### src/rtl/core/r2fft_pkg.sv
`timescale 1ns / 1ps
// ----------------------------------------------------------------------------
// r2fft_pkg: shared types and constants
// Sequencer states, register indexes, widths and the quarter-sine table.
// ----------------------------------------------------------------------------
package r2fft_pkg;

    localparam int MAX_POINTS_DEF   = 64;
    localparam int TWIDDLE_BITS_DEF = 18;
    localparam int SAMPLE_W = 16;
    localparam int WORK_W   = 23;
    localparam int BIN_W    = 6;
    localparam int CFG_IDX_W  = 1;
    localparam int CFG_DATA_W = 3;
    localparam int ROM_BITS   = 24;

    localparam logic [CFG_IDX_W-1:0] REG_INVERSE_MODE = 1'd0;
    localparam logic [CFG_IDX_W-1:0] REG_LOG2_POINTS  = 1'd1;

    typedef enum logic [2:0] {
        ST_LOAD, ST_PAD, ST_BREV, ST_BFLY, ST_SCALE, ST_EMIT
    } t_state;

    // sin(2 pi m / 64), m = 0..16, Q1.23
    function automatic logic signed [ROM_BITS:0] quarter_sine(input logic [4:0] m);
        logic signed [ROM_BITS:0] v;
        case (m)
            5'd0:  v = 25'sd0;
            5'd1:  v = 25'sd822227;
            5'd2:  v = 25'sd1636536;
            5'd3:  v = 25'sd2435084;
            5'd4:  v = 25'sd3210181;
            5'd5:  v = 25'sd3954362;
            5'd6:  v = 25'sd4660461;
            5'd7:  v = 25'sd5321677;
            5'd8:  v = 25'sd5931642;
            5'd9:  v = 25'sd6484482;
            5'd10: v = 25'sd6974873;
            5'd11: v = 25'sd7398092;
            5'd12: v = 25'sd7750063;
            5'd13: v = 25'sd8027397;
            5'd14: v = 25'sd8227423;
            5'd15: v = 25'sd8348215;
            default: v = 25'sd8388608;
        endcase
        return v;
    endfunction

endpackage

### src/rtl/core/r2fft_twiddle.sv
`timescale 1ns / 1ps
// ----------------------------------------------------------------------------
// r2fft_twiddle: twiddle lookup
// cos and sin of 2 pi m / 64 at TWIDDLE_BITS-1 fraction bits, registered.
// ----------------------------------------------------------------------------
module r2fft_twiddle #(
    parameter int TWIDDLE_BITS = r2fft_pkg::TWIDDLE_BITS_DEF
) (
    input  logic                      i_clk,
    input  logic [4:0]                i_m,
    output logic signed [TWIDDLE_BITS:0] o_cos,
    output logic signed [TWIDDLE_BITS:0] o_sin
);
    import r2fft_pkg::*;

    localparam int SH = ROM_BITS - TWIDDLE_BITS;

    function automatic logic signed [TWIDDLE_BITS:0] entry(input logic [4:0] idx);
        logic signed [ROM_BITS:0]   q;
        logic signed [ROM_BITS+1:0] v;
        q = quarter_sine(idx);
        v = {q[ROM_BITS], q} + (ROM_BITS+2)'(1 <<< (SH-1));
        return (TWIDDLE_BITS+1)'(v >>> SH);
    endfunction

    logic signed [TWIDDLE_BITS:0] n_cos, n_sin;

    always_comb begin
        if (i_m <= 5'd16) begin
            n_cos = entry(5'd16 - i_m);
            n_sin = entry(i_m);
        end else begin
            n_cos = -entry(i_m - 5'd16);
            n_sin = entry(5'(6'd32 - {1'b0, i_m}));
        end
    end

    always_ff @(posedge i_clk) begin
        o_cos <= n_cos;
        o_sin <= n_sin;
    end
endmodule

### config.mk
export PLATFORM = sky130hd
export DESIGN_NAME = r2fft_twiddle
export DESIGN_NICKNAME = d
export VERILOG_FILES = /design/src/rtl/core/r2fft_pkg.sv /design/src/rtl/core/r2fft_twiddle.sv
export SDC_FILE = /design/constraint.sdc
export NUM_CORES = 1
export LEC_CHECK = 0
export ABC_AREA = 0
export ABC_CLOCK_PERIOD_IN_PS = 12300
export BUFFER_PORTS_ARGS = -buffer_cell sky130_fd_sc_hd__buf_2
export CORE_AREA = 10 10 124 126
export DETAILED_ROUTE_END_ITERATION = 16
export DIE_AREA = 0 0 134 136
export PLACE_DENSITY = 0.47
export SLEW_MARGIN = 20
export SYNTH_ARGS = -nofsm -noshare
export SYNTH_HDL_FRONTEND = slang
export SYNTH_SLANG_ARGS = --single-unit
### constraint.sdc
create_clock -name i_clk -period 12.3 [get_ports i_clk]
set_input_delay 1.23 -clock i_clk [delete_from_list [all_inputs] [get_ports i_clk]]
set_output_delay 1.23 -clock i_clk [all_outputs]
set_load 0.01 [all_outputs]
==> results_dict.tcl, run 1 <==
set metrics [dict create \
    status "completed" \
    fmax_mhz 175.0 \
    synth.most_common_cell "nand2_1" \
    maxSlewViolCount 0 \
    postSynthCellCount 494 \
    ys_top_cells_by_area "dfxtp_1 20%, nand2_1 5.3%, o21ai_0 4.8%" \
    worst_slack_ns 6.587 \
    p_per_area_nw_per_um2 115.5 \
    hold_buffers 0 \
    wl_per_cell_um 19.59 \
    worst_pin_slew_ns 0.9984 \
    crit_end "o_sin[7]" \
    via_per_inst 5.695 \
    async_flop_share_pct 0 \
    yosys.cell_types.count 79 \
    dieWidth_um 134 \
    worstHoldStart "i_m[4]" \
    yosys-top-cells-count "53 x nand2_1, 38 x dfxtp_1, 36 x o21ai_0, 31 x nor2_1, 28 x a21oi_1" \
    antenna_found_initial 0 \
    final_layout_size_suffix_gt1_share_pct 16.02 \
    avgSynthCellArea_um2 7.647 \
    critical_path.cell_chain "buf_2, inv_1, ha_1, nand2b_1, nand2b_1, ha_1, clkinv_1, nor2_1, nand2_1, o21ai_0, ha_1, nand3_1, nor3_1, xnor2_1" \
    finalSetupTns_ns 0 \
    cts_setup_buffers 0 \
    hp-class "in -> reg" \
    cp.arrival_ns 5.93 \
    max-slew-margin-rel_pct 33.44 \
    initial_core_util_pct 29.10 \
    core_area_um2 12980 \
    min_path_cells 3 \
    drt_first_pass_iters 5 \
    leakagePower_nw 1.667 \
    drv_cap 0 \
    fin_crit_ns 5.713 \
    cp_common_cell "ha_1" \
    ys_seq_area_share_pct 20.14 \
    cp_max_fo 26 \
    synth_top_cell_by_area "dfxtp_1" \
    ys.warnings.count 0 \
    finalCritPeriodShare_pct 46.45 \
    drcViolationCount 0 \
    cp-startpoint "i_m[0]" \
    critical_path_required_ns 12.52 \
    grt_overflow 0 \
    htreeDepth 2 \
    cts-buffers-inserted 5 \
    hold_viol 0 \
    setup_viol 0 \
    instances_no_fill 688 \
    diodes 0 \
    crit_type "in -> reg" \
    ios 44 \
    die_area_um2 18220 \
    synth_fp_nets 514 \
    max_stage_delay_ns 0.88 \
    grt.total_usage_pct 14.49 \
    drt_iter0_drc 446 \
    synth-edff-count 0 \
    pre_cts_slack_ns 6.428 \
    ys.flop_type "dfxtp_1" \
    cts_tree "done" \
    drtAntennaViolNets 0 \
    vias 3918 \
    nets 531 \
    syn_to_final_growth_pct 12.22 \
    clk_path_buf_depth 2 \
    synth-seq-cells 38 \
    place_inst 680 \
    fp-row-count 42 \
    worst_path_max_delay_cell "nor2_1" \
    clkSinkCount 38 \
    port_buffers 43 \
    vdd_ir_drop_max_uv 46.55 \
    grt_pass1_wl_um 21100 \
    grt_pass1_vias 3683 \
    synth_area_um2 3777 \
    post_cts_resized 0 \
    worst_setup_path_start_kind "input port" \
    grt_max_degree 60 \
    rsz0062_at_grt "no" \
    drt_wl_total_um 13480 \
    die_h_um 136 \
    end_kind "register" \
    place.gp.congestion 0.9278 \
    synth.top_cell.area_share_pct 20.14 \
    clk_pin_slew_ns 0.06 \
    hpwl_um 10450 \
    cts-root-buf "clkbuf_16" \
]
[how the worst min path moves through the flow]
| stage | slack, ns | end |
|---|---|---|
| finish | 1.49 | o_cos[17] |
| global route | 1.53 | o_cos[17] |
| detailed placement | 1.63 | o_cos[11] |
| floorplan | 1.45 | o_sin[17] |
| global placement | 1.63 | o_cos[6] |
| CTS | 1.48 | o_cos[17] |
[logic make-up (layout without fill, tap and decap cells)]
group	after synthesis	after routing	share of synthesized area [%]
AND/OR/NAND/NOR	183	183	25.34
AO/OA/AOI/OAI	158	158	29.02
buffers and inverters	51	69	6.426
flip-flops	38	38	20.14
XOR/XNOR	28	28	6.691
multiplexers	21	21	7.651
adder cells (fa/ha/maj)	14	14	4.637
other	1	1	0.09928
[critical path, delay by kind of cell]
| family | cells | cell delay (ns) |
|---|---|---|
| AND/OR/NAND/NOR | 6 | 1.83 |
| adder cells (fa/ha/maj) | 3 | 1.43 |
| XOR/XNOR | 1 | 0.14 |
| AO/OA/AOI/OAI | 1 | 0.11 |
| buffers and inverters | 3 | 1.16 |
[layout make-up]
cell class / instances / area (µm²)
well taps: 176 / 220.2
clock inverters: 3 / 68.82
clock buffers: 5 / 125.1
repair buffers: 45 / 230.2
inverters: 16 / 60.06
fillers: 1443 / 8741
flip-flops and latches: 38 / 760.7
multi-input cells: 405 / 2774
[per-layer routing]
layer | up-vias | global-route usage [%] | share of wire (%)
met2 | 162 | 23.84 | 47
met1 | 1874 | 18.52 | 44
li1 | 1860 | - | -
met3 | 22 | 2.472 | 6.9
met4 | 0 | 5.562 | 2.5
met5 | - | 0 | 0
[stage by stage]
| stage | cell area [µm²] | hold WS [ns] | power (mW) | utilization [%] |
|---|---|---|---|---|
| 6_report | 4239 | 1.490 | 0.4898 | 32.66 |
| 2_1_floorplan | 3777 | 1.449 | 0.2690 | - |
| 3_5_place_dp | 4045 | 1.627 | 0.3254 | 31.16 |
| 3_3_place_gp | 4045 | 1.630 | 0.3257 | 31.16 |
| 4_1_cts | 4239 | 1.482 | 0.4928 | 32.66 |
| 5_1_grt | 4239 | 1.530 | 0.5164 | 32.66 |
[flip-flops by register name, indices dropped and copies added (netlist names)]
register and cells:
o_sin 19, o_cos 19
[power breakdown]
group          internal [mW]  switching [mW]
registers              0.140         0.00334
logic                 0.0632           0.118
clock network          0.116          0.0493
total                  0.320           0.170
[cells in the final DEF (no fill, tap or decap), types with 4 or more instances in the layout]
cell type and instances:
nor2b_1 12, and2_1 5, and3_1 5, a21oi_1 28, nor4_1 4, or3_1 5, clkbuf_16 5, nor2_1 31
mux2i_1 12, xor2_1 10, o21ai_0 36, dfxtp_1 38, nand2b_1 15, a31oi_1 8, xnor2_1 17, o31ai_1 4
nand4_1 4, nand3_1 10, a2bb2oi_1 4, a22oi_1 8, o211ai_1 10, a211o_1 4, nor3_1 21, buf_2 43
inv_1 11, nand2_1 53, ha_1 14, o22ai_1 11
No activity file was read; power rests on OpenSTA's default activity.
==> run 2, diff against run 1 <==
- ABC_AREA: 0 -> 1
- ABC_CLOCK_PERIOD_IN_PS: 12300 -> 4700
- CORE_AREA: 10 10 124 126 -> 10 10 117 119
- DIE_AREA: 0 0 134 136 -> 0 0 127 129
- PLACE_DENSITY: 0.47 -> 0.49
- clock period: 12.3 -> 4.7 ns (I/O delays scaled with it)
==> results_dict.tcl, run 2 <==
set metrics [dict create \
    status "completed" \
    grt_max_degree 23 \
    die_area_um2 16380 \
    drt_wl_total_um 10530 \
    cp_max_fo 21 \
    drtAntennaViolNets 0 \
    cts-root-buf "clkbuf_16" \
    ys.flop_type "dfxtp_1" \
    crit_type "in -> reg" \
    rsz0062_at_grt "no" \
    synth.top_cell.area_share_pct 22.81 \
    initial_core_util_pct 29.47 \
    final_cell_mix "152 x nand2_1, 61 x nand3_1, 52 x nor2_1, 43 x buf_2, 38 x dfxtp_1" \
    drcViolationCount 0 \
    port_buffers 43 \
    top_regs "o_cos (19), o_sin (19)" \
    max-slew-margin-rel_pct 45.10 \
    cts_setup_buffers 0 \
    worst_pin_slew_ns 0.8132 \
    yosys.cell_types.count 43 \
    synth-seq-cells 38 \
    grt_pass1_vias 3324 \
    diodes 0 \
    finalCritPeriodShare_pct 80.08 \
    cts-buffers-inserted 5 \
    ys.warnings.count 0 \
    clkSinkCount 38 \
    ios 44 \
    hpwl_um 8725 \
    whs_ns 0.7318 \
    die_h_um 129 \
    finalSetupTns_ns 0 \
    worstHoldStart "i_m[4]" \
    setup_viol 0 \
    postSynthCellCount 538 \
    clk_path_buf_depth 2 \
    place.gp.congestion 0.9292 \
    drt_iter0_drc 276 \
    grt_pass1_wl_um 17150 \
    grt_util_met1_pct 16.21 \
    p_per_area_nw_per_um2 320.5 \
    maxSlewViolCount 0 \
    cp-startpoint "i_m[1]" \
    drv_cap 0 \
    antenna_found_initial 0 \
    syn_to_final_growth_pct 14.10 \
    wl_per_cell_um 14.79 \
    end_kind "register" \
    grt_use_met2_pct 21.20 \
    dieWidth_um 127 \
    synth_fp_nets 558 \
    synth.most_common_cell "nand2_1" \
    top_usage_layer "met2" \
    final_layout_size_suffix_gt1_share_pct 21.09 \
    cts_tree "done" \
    grt.total_usage_pct 12.79 \
    clk_pin_slew_ns 0.06 \
    cp.arrival_ns 3.94 \
    grt_overflow 0 \
    drt_first_pass_iters 5 \
    use_met3_pct 2.094 \
    synth-edff-count 0 \
    critical_path_required_ns 4.88 \
    core_area_um2 11320 \
    ys_seq_area_share_pct 22.81 \
    fmax_mhz 265.7 \
    via_per_inst 4.916 \
    vias 3500 \
    fin_crit_ns 3.764 \
    vdd_ir_drop_max_uv 133.5 \
    hp-class "in -> reg" \
    hold_viol 0 \
    post_cts_resized 0 \
    layout_commonest_cell "nand2_1" \
    synth_top_cell_by_area "dfxtp_1" \
    ys_top_cells_by_area "dfxtp_1 23%, nand2_1 17%, nand3_1 9.2%" \
    async_flop_share_pct 0 \
    yosys-top-cells-count "152 x nand2_1, 61 x nand3_1, 52 x nor2_1, 38 x dfxtp_1, 37 x inv_1" \
    avgSynthCellArea_um2 6.200 \
    leakagePower_nw 1.846 \
    nets 588 \
    synth_area_um2 3336 \
    fp-row-count 39 \
    htreeDepth 2 \
    hold_buffers 0 \
    worst_setup_path_start_kind "input port" \
]
-- run 2: worst paths after layout --
| kind | to | slack [ns] | cells after the start |
|---|---|---|---|
| setup / recovery | o_sin[9] | 0.94 | 15 |
| hold / removal | o_cos[17] | 0.73 | 5 |
-- run 2: critical path: stages --
cell and delay (ns):
buf_2 0.15, inv_1 0.24, ha_1 0.35, nand2_4 0.10
nor2_1 0.19, inv_1 0.07, ha_1 0.46, nor2_1 0.36
inv_1 0.30, o22ai_1 0.39, ha_1 0.26, nand3_1 0.15
nor2_2 0.15, nand3_1 0.12, o21a_1 0.19
-- run 2: logic make-up after synthesis --
| group | synth area share, % |
|---|---|
| AO/OA/AOI/OAI | 15.00 |
| XOR/XNOR | 3.151 |
| adder cells (fa/ha/maj) | 5.251 |
| buffers and inverters | 10.31 |
| flip-flops | 22.81 |
| other | 0.1124 |
| AND/OR/NAND/NOR | 43.36 |
-- run 2: report_power, final --
part | total (mW) | switching [mW] | leakage, nW | internal (mW)
clock network | 0.444 | 0.126 | 0.0971 | 0.318
logic | 0.405 | 0.277 | 1.43 | 0.128
registers | 0.371 | 0.00774 | 0.318 | 0.364
-- run 2: metal layers --
layer | vias to the layer above | wire length (µm)
met1 | 1592 | 4862
met3 | 15 | 474
li1 | 1811 | -
met5 | - | 0
met2 | 82 | 5001
met4 | 0 | 196
-- run 2: final cells by class --
| cell class | count | area [µm²] |
|---|---|---|
| well taps | 143 | 178.9 |
| repair buffers | 45 | 230.2 |
| clock buffers | 6 | 138.9 |
| flip-flops and latches | 38 | 760.7 |
| multi-input cells | 423 | 2231 |
| fillers | 1289 | 7515 |
| clock inverters | 2 | 60.06 |
| inverters | 55 | 206.4 |
-- run 2: metrics by stage --
step                      setup WS [ns]  cells  power (mW)  utilization [%]  instance area [µm²]
final                            0.9363    712       1.220            33.62                 3806
after global routing             0.6079    712       1.294            33.62                 3806
after CTS                        0.9668    712       1.234            33.62                 3806
after detailed placement         0.6687    704      0.7836            31.86                 3607
after global placement           0.8394    704      0.7839            31.86                 3607
after floorplan                   1.565    538      0.6661                -                 3336
==> run 3, diff against run 2 <==
- ABC_CLOCK_PERIOD_IN_PS: 4700 -> 3300
- clock period: 4.7 -> 3.3 ns (I/O delays scaled with it)
==> results_dict.tcl, run 3 (synthesis gave the netlist of run 2 again) <==
set metrics [dict create \
    maxSlewViolCount 0 \
    cts-buffers-inserted 5 \
    wl_per_cell_um 15.23 \
    cts_setup_buffers 0 \
    internal_power_uw 990.7 \
    instances_no_fill 728 \
    p_per_area_nw_per_um2 409.4 \
    cp.arrival_ns 3.05 \
    cp-startpoint "i_m[0]" \
    worst_slack_ns 0.4324 \
    finalCritPeriodShare_pct 86.90 \
    diodes 0 \
    multiInputGateArea_um2 2231 \
    fillerInstances 1292 \
    cts-root-buf "clkbuf_16" \
    grt_pass1_wl_um 18210 \
    port_buffers 43 \
    final_cell_mix "152 x nand2_1, 61 x nand3_1, 52 x nor2_1, 43 x buf_2, 38 x dfxtp_1" \
    grt_overflow 0 \
    place.gp.congestion 0.9090 \
    final_layout_size_suffix_gt1_share_pct 23.25 \
    rsz0062_at_grt "no" \
    place_inst 721 \
    leakagePower_nw 1.893 \
    hp-class "in -> reg" \
    core_area_um2 11320 \
    clk_path_buf_depth 2 \
    end_kind "register" \
    pre_cts_slack_ns 0.1496 \
    grt.total_usage_pct 13.59 \
    post_cts_resized 0 \
    htreeDepth 2 \
    max-slew-margin-rel_pct 45.49 \
    finalSetupTns_ns 0 \
    switching_power_uw 595.7 \
    status "completed" \
    worst_pin_slew_ns 0.8075 \
    initial_core_util_pct 29.47 \
    dieWidth_um 127 \
    hpwl_um 9143 \
    via_per_inst 4.853 \
    hold_buffers 0 \
    antenna_found_initial 0 \
    nets 605 \
    vdd_ir_drop_max_uv 205.8 \
    top_regs "o_cos (19), o_sin (19)" \
    drcViolationCount 0 \
    critical_path_required_ns 3.48 \
    die_h_um 129 \
    vias 3533 \
    fmax_mhz 348.7 \
    drv_cap 0 \
    clkSinkCount 38 \
    clkPwrFrac_pct 28.9 \
    drt_wl_total_um 11090 \
    clk_pin_slew_ns 0.05 \
    grt_max_degree 21 \
    whs_ns 0.5951 \
    hold_viol 0 \
    die_area_um2 16380 \
    fin_crit_ns 2.868 \
    crit_type "in -> reg" \
    crit_end "o_cos[15]" \
    seqPwrFrac_pct 33.3 \
    worst_setup_path_start_kind "input port" \
    setup_viol 0 \
    ff_latch_area_um2 760.7 \
    fp-row-count 39 \
    p_sw_share_pct 37.55 \
    drt_first_pass_iters 5 \
    ios 44 \
    syn_to_final_growth_pct 16.17 \
    drt_iter0_drc 297 \
    layout_commonest_cell "nand2_1" \
    drtAntennaViolNets 0 \
    grt_pass1_vias 3538 \
    comb_power_share_pct 37.8 \
    cts_tree "done" \
    cp_max_fo 9 \
]
[run 3: cell count changes in the layout (fill, tap and decap cells not counted)]
| cell | previous run | this run |
|---|---|---|
| buf_4 | 2 | 19 |
| bufinv_16 | 2 | 0 |
| clkinvlp_4 | 0 | 2 |
| clkbuf_8 | 1 | 0 |
[run 3: worst min path at each step]
| stage | start | to | slack, ns | cells after the start |
|---|---|---|---|---|
| after floorplan | i_m[4] | o_sin[17] | 0.55 | 2 |
| after global placement | o_cos[7] | o_cos[7] | 0.73 | 1 |
| after detailed placement | o_cos[12] | o_cos[12] | 0.73 | 1 |
| after CTS | i_m[4] | o_cos[17] | 0.59 | 5 |
| after global routing | i_m[4] | o_sin[17] | 0.65 | 2 |
| final | i_m[4] | o_cos[17] | 0.60 | 5 |
[run 3: critical path, stage by stage]
cell and delay (ns):
buf_2 0.19, inv_2 0.05, ha_1 0.38, inv_2 0.15, nand2_2 0.09, nand3_1 0.13
nand2_1 0.11, nor2_2 0.15, ha_1 0.22, nand4_1 0.15, o21bai_1 0.30, nand2_1 0.23
nor2_2 0.25, nand4_1 0.13, a21o_1 0.18
[run 3: per-stage QoR]
step	utilization (%)	cell area (µm²)	power (mW)
global placement	32.99	3735	1.144
floorplan	-	3336	0.9487
finish	34.23	3875	1.586
detailed placement	32.99	3735	1.141
CTS	34.23	3875	1.611
global route	34.23	3875	1.696
[run 3: metal layers]
layer | vias up | routed length (µm) | GRT usage (%)
met2 | 93 | 5453 | 23.45
met3 | 7 | 627 | 2.136
met1 | 1597 | 4843 | 16.81
met5 | - | 0 | 0
met4 | 0 | 166 | 4.622
li1 | 1836 | - | -
[run 3: power groups by stage]
| stage | registers (mW) | clock network (mW) | logic (mW) |
|---|---|---|---|
| after floorplan | 0.574 | 0 | 0.375 |
| after global placement | 0.539 | 0 | 0.605 |
| after detailed placement | 0.540 | 0 | 0.600 |
| after CTS | 0.530 | 0.478 | 0.602 |
| after global routing | 0.535 | 0.491 | 0.670 |
| final | 0.529 | 0.458 | 0.600 |
[run 3: cell type report]
cell class	instances	share of cell area [%]
Multi-Input combinational cell	423	57.57
Sequential cell	38	19.63
Timing Repair Buffer	62	9.235
Inverter	55	5.328
Tap cell	143	4.617
Clock buffer	5	3.229
Clock inverter	2	0.3875
